`src/hdl/ngst_pkg.sv`:
```
`timescale 1ns / 1ps
// ----------------------------------------------------------------------------
// ngst_pkg
// shared constants and controller/datapath command types
// ----------------------------------------------------------------------------
package ngst_pkg;
  localparam int LEAF_COUNT_DEFAULT = 1024;
  localparam int POS_W              = 10;
  localparam int CNT_W              = 11;
  localparam int HEIGHT_W           = 32;
  localparam logic [CNT_W-1:0] COUNT_RESET = 11'd1024;
  localparam logic signed [HEIGHT_W-1:0] HEIGHT_MIN = 32'sh8000_0000;

  localparam logic OP_QUERY = 1'b0;
  localparam logic OP_WRITE = 1'b1;

  // datapath commands
  typedef struct packed {
    logic load;       // capture input item
    logic clr_step;   // capture left child value into compare register
    logic clear_wr;   // write the minimum at the clearing address
    logic wr_leaf;    // write leaf
    logic wr_node;    // write parent with max of captured children
    logic rd_left;    // read left child of node
    logic rd_right;   // read right child of node
    logic take_h;     // capture queried height
    logic rd_scan_l;  // read next left leaf
    logic rd_scan_r;  // read next right leaf
    logic scan_l;     // compare one left leaf
    logic scan_r;     // compare one right leaf
  } ngst_cmd_t;

  typedef struct packed {
    logic clear_done; // clearing pass at last entry
    logic root_done;  // climb has written the root
    logic left_done;  // left scan finished
    logic right_done; // right scan finished
    logic in_range;   // position below live count
    logic is_write;
  } ngst_sts_t;
endpackage

```
`src/hdl/ngst_ctrl.sv`:
```
`timescale 1ns / 1ps
// ----------------------------------------------------------------------------
// ngst_ctrl
// sequencer for write climb and query scans
// ----------------------------------------------------------------------------
module ngst_ctrl (
  input  logic                clk,
  input  logic                rst,
  input  logic                in_valid,
  output logic                in_ready,
  input  logic                in_range,
  output logic                out_valid,
  input  logic                out_ready,
  output ngst_pkg::ngst_cmd_t cmd,
  input  ngst_pkg::ngst_sts_t sts
);
  localparam logic [3:0] S_IDLE = 4'd0, S_DEC = 4'd1, S_RL = 4'd2, S_RR = 4'd3,
                         S_CLR = 4'd4, S_WN = 4'd5, S_QH = 4'd6, S_QW = 4'd7,
                         S_LR = 4'd8, S_LC = 4'd9, S_RRD = 4'd10, S_RC = 4'd11,
                         S_OUT = 4'd12;
  logic [3:0] state, state_next;

  always_ff @(posedge clk) begin
    if (rst) state <= S_CLR;
    else state <= state_next;
  end

  assign in_ready  = (state == S_IDLE);
  assign out_valid = (state == S_OUT);

  always_comb begin
    cmd = '0;
    state_next = state;
    unique case (state)
      S_CLR: begin
        cmd.clear_wr = 1'b1;
        if (sts.clear_done) state_next = S_IDLE;
      end
      S_IDLE: begin
        if (in_valid && in_range) begin
          cmd.load = 1'b1;
          state_next = S_DEC;
        end
      end
      S_DEC: begin
        if (sts.is_write) begin
          cmd.wr_leaf = 1'b1;
          state_next = S_RL;
        end else begin
          state_next = S_QH;
        end
      end
      S_RL: begin
        if (sts.root_done) state_next = S_IDLE;
        else begin
          cmd.rd_left = 1'b1;
          state_next = S_RR;
        end
      end
      S_RR: begin
        cmd.rd_right = 1'b1;
        cmd.clr_step = 1'b1;
        state_next = S_WN;
      end
      S_WN: begin
        cmd.wr_node = 1'b1;
        state_next = S_RL;
      end
      S_QH: state_next = S_QW;
      S_QW: begin
        cmd.take_h = 1'b1;
        state_next = S_LR;
      end
      S_LR: begin
        if (sts.left_done) state_next = S_RRD;
        else begin
          cmd.rd_scan_l = 1'b1;
          state_next = S_LC;
        end
      end
      S_LC: begin
        cmd.scan_l = 1'b1;
        state_next = S_LR;
      end
      S_RRD: begin
        if (sts.right_done) state_next = S_OUT;
        else begin
          cmd.rd_scan_r = 1'b1;
          state_next = S_RC;
        end
      end
      S_RC: begin
        cmd.scan_r = 1'b1;
        state_next = S_RRD;
      end
      S_OUT: if (out_ready) state_next = S_IDLE;
      default: state_next = S_IDLE;
    endcase
  end

`ifndef SYNTHESIS
  a_out_hold: assert property (@(posedge clk) disable iff (rst)
    out_valid && !out_ready |=> out_valid) else $error("result dropped");
  a_no_accept_busy: assert property (@(posedge clk) disable iff (rst)
    (state != S_IDLE) |-> !cmd.load) else $error("load while busy");
  a_write_no_result: assert property (@(posedge clk) disable iff (rst)
    (state == S_WN) |=> !out_valid) else $error("write made result");
`endif
endmodule

```
`config.mk`:
```
export PLATFORM = sky130hd
export DESIGN_NAME = ngst_ctrl
export DESIGN_NICKNAME = d
export VERILOG_FILES = /design/src/hdl/ngst_pkg.sv /design/src/hdl/ngst_ctrl.sv
export SDC_FILE = /design/constraint.sdc
export NUM_CORES = 1
export LEC_CHECK = 0
export ABC_AREA = 1
export BUFFER_PORTS_ARGS = -buffer_cell sky130_fd_sc_hd__clkbuf_2
export CORE_AREA = 2 2 39 41
export DETAILED_ROUTE_END_ITERATION = 8
export DIE_AREA = 0 0 41 43
export GPL_TIMING_DRIVEN = 0
export HOLD_SLACK_MARGIN = 0.15
export PLACE_DENSITY = 0.58
export SYNTH_ARGS = -nofsm -noshare
export SYNTH_HDL_FRONTEND = slang
export SYNTH_SLANG_ARGS = --single-unit
```
`constraint.sdc`:
```
create_clock -name clk -period 3.3 [get_ports clk]
set_input_delay 0 -clock clk [delete_from_list [all_inputs] [get_ports clk]]
set_output_delay 0 -clock clk [all_outputs]
set_load 0.01 [all_outputs]
```
==> impl_results.md <==
- Uppermost layer routed: met3
- Nets@finish: ~120
- Fillers: 169
- Worst R2R Start: state[3]$_SDFFE_PP0P_
- Cell Area, Synth: 402.9 um^2
- Clock Path Buffers: 2
- # Post-CTS Setup Buffers: 0
- Met2 WL: 515 um
- Pwr dens: roughly 360 nW/um^2
- Die X-Extent: between 40 and 50 um
- Endpoints failing hold: 0
- Port bufs: 23
- First-pass GRT wire length: between 1500 and 2000 um
- Layout cells sized above 1: 0.3810
- Area delta synth->final: 51.55%
- Rel. slew slack: 0.7936
- Vias/cell: about 4.2
- #FFs+latches synth: 4
- Sequential fraction of the synthesis area: 0.1988
- Setup ws final: between 1.5 and 2 ns
- Total GRT Usage: 0.1386
- Min-delay src: in_range
- Final setup violating endpoints: 0
- H-tree depth: 1
- TNS Setup: 0 ns
- Crit. End Element: flop
- Clock slew at reported path FFs: ~0.04 ns
- CP max FO: 5
- CP required: between 3 and 4 ns
- Multi-input combinational cell area: around 240 um^2
- Yosys Warn Count: 0
- Die ar.: ~1800 um^2
- TritonCTS clock tree: done
- Routed wire length: 950 um
- CP Launch Point: state[3]$_SDFFE_PP0P_
- Core area: roughly 1400 um^2
- Residual DRC count: 0
- GR Overflow Total: 0
- Top cell type by total area after synthesis: dfxtp_1
- Number of max-cap violations: 0
- Top cell type's share of synthesized area: 0.1988
- Setup WS pre-CTS: ~2.1 ns
- Clock Sink Count: 4
- Minimum clock period: between 1.5 and 2 ns
- Tightest Pin Transition: 0.3092 ns
- GPL Wtd Cong: between 0.7 and 0.8
- Largest net degree at the start of global routing: 8
- Syn_area_per_cell: 5.444 um^2
- CTS Buf Count: 3
- Row Count: 14
- Clk root buf: clkbuf_4
- Routed Antenna Nets: 0
- Leakage: about 0.39 nW
- Biggest registers after layout: state x4
- DRT iter0 DRCs: 6
- Initial antenna violation count: 0
- Detailed placer's ending HPWL: around 810 um
- Syn_nets: 85
- Clk_lat worst skew: around 0.23 ns
- Slew Viols, Final: 0
- Per-cell routed wire length: between 7 and 8 um
- Worst VDD drop: between 0.2 and 0.3 mV
- Sequential Area: approximately 80 um^2
- Synth unique cells: 17
- Status: finished, final reports clean
- Top reg by flops: state
- Min-delay worst type: in -> reg
- Initial core utilization: 0.2911
- IO Pins: 25
- Die Y: roughly 43 um
- Synthesized instance count: 74
- CP startpoint kind: flop
- Vias in the first global route: around 440
- RSZ-0062 raised after global routing: false
- M1 wire length: just under 400 um
- Setup CP Type: reg -> reg
- Worst endpoint data arrival time: around 1.8 ns
- Fmax: 0.5932 GHz
- Detailed-routed wire length on met3: around 37 um
- Clk_skew: ~0.0015 ns
- Period utilisation layout: 0.5108
- Post_cts resized: 0
- Synth area leaders: dfxtp_1, nand2_1, inv_1, nor2_1, nor2_2
- Total vias in the final route: between 500 and 600
- Max reg flops: 4
- Antenna diode instance count: 0
- Detailed-router iteration count before antenna repair: 4
==> layer usage <==
metal  global-route usage  up-vias
met1               0.1704      217
li1                     -      286
met4              0.08000        0
met2               0.2094       10
met5                    0        -
met3              0.03141        0
==> final timing paths <==
kind / depth (start not counted) / slack [ns] / to
max: 8 / 1.61 / state[2]$_SDFFE_PP1P_
min: 5 / 0.18 / state[0]$_SDFFE_PP0P_
max reg2reg: 8 / 1.61 / state[2]$_SDFFE_PP1P_
min reg2reg: 2 / 0.59 / state[3]$_SDFFE_PP0P_
==> critical path, cell delays in order (launching register included) <==
cell,delay (ns)
dfxtp_1,0.40
inv_2,0.09
nand2_4,0.09
inv_1,0.04
nand2_1,0.06
nand2_1,0.07
a21oi_1,0.13
nand3_1,0.10
dlygate4sd3_1,0.57
==> synthesized netlist by cell type <==
cell type and n:
nand2_4 1, a21oi_1 3, nand4_1 2, dfxtp_1 4, nand2_1 16, nand3_1 6, clkinv_1 1, inv_1 15
nor2_2 5, nand2_2 1, nor4_1 1, nor2_1 11, nor3_1 1, nand3_2 1, buf_4 1, nor2_4 1
inv_2 4
==> logic make-up (layout without fill, tap and decap cells) <==
kind of cell / Yosys count / in the layout / share of synthesized area
compound gates: 3 / 3 / 0.03726
flops: 4 / 4 / 0.1988
simple gates: 46 / 46 / 0.5590
buf+inv: 21 / 52 / 0.2049
==> power by group <==
part           leakage (nW)   total, W  internal [W]  switching [W]
sequential           0.0328  0.0000655     0.0000546      0.0000109
clock                0.0138  0.0000593     0.0000406      0.0000187
combinational         0.346  0.0000937     0.0000387      0.0000550
==> final cells by class <==
cell class | instances | share of cell area
tap | 16 | 0.03279
inverter | 20 | 0.1230
clock buffer | 3 | 0.03689
buffer | 1 | 0.01230
multi-input combinational | 49 | 0.3934
timing repair buffer | 28 | 0.2705
sequential | 4 | 0.1311
==> per-stage QoR <==
step,hold WS (ns),cells,power (W),util,instance area [um^2]
2_1_floorplan,0.06687,74,0.0001264,-,402.9
3_3_place_gp,0.2193,113,0.0001541,0.3888,538.0
3_5_place_dp,0.2168,113,0.0001535,0.3888,538.0
4_1_cts,0.1719,121,0.0002232,0.4412,610.6
5_1_grt,0.2105,121,0.0002385,0.4412,610.6
6_report,0.1750,121,0.0002184,0.4412,610.6
==> layout by cell type (no fill, tap or decap) <==
cell,instances
nand2_1,16
clkbuf_4,3
nor2_1,11
nor2_2,5
nand2_4,1
clkinv_1,1
nor4_1,1
nand4_1,2
nor3_1,1
dlygate4sd3_1,5
inv_1,15
inv_2,4
nand2_2,1
dfxtp_1,4
clkbuf_2,23
nor2_4,1
nand3_2,1
buf_4,1
a21oi_1,3
nand3_1,6
==> repair_timing <==
action,CTS,global route
hold buffers,5,0
setup endpoints to repair,0,0
endpoints found under the hold margin,4,0
Note: power is estimated with default switching activity, not from simulation.
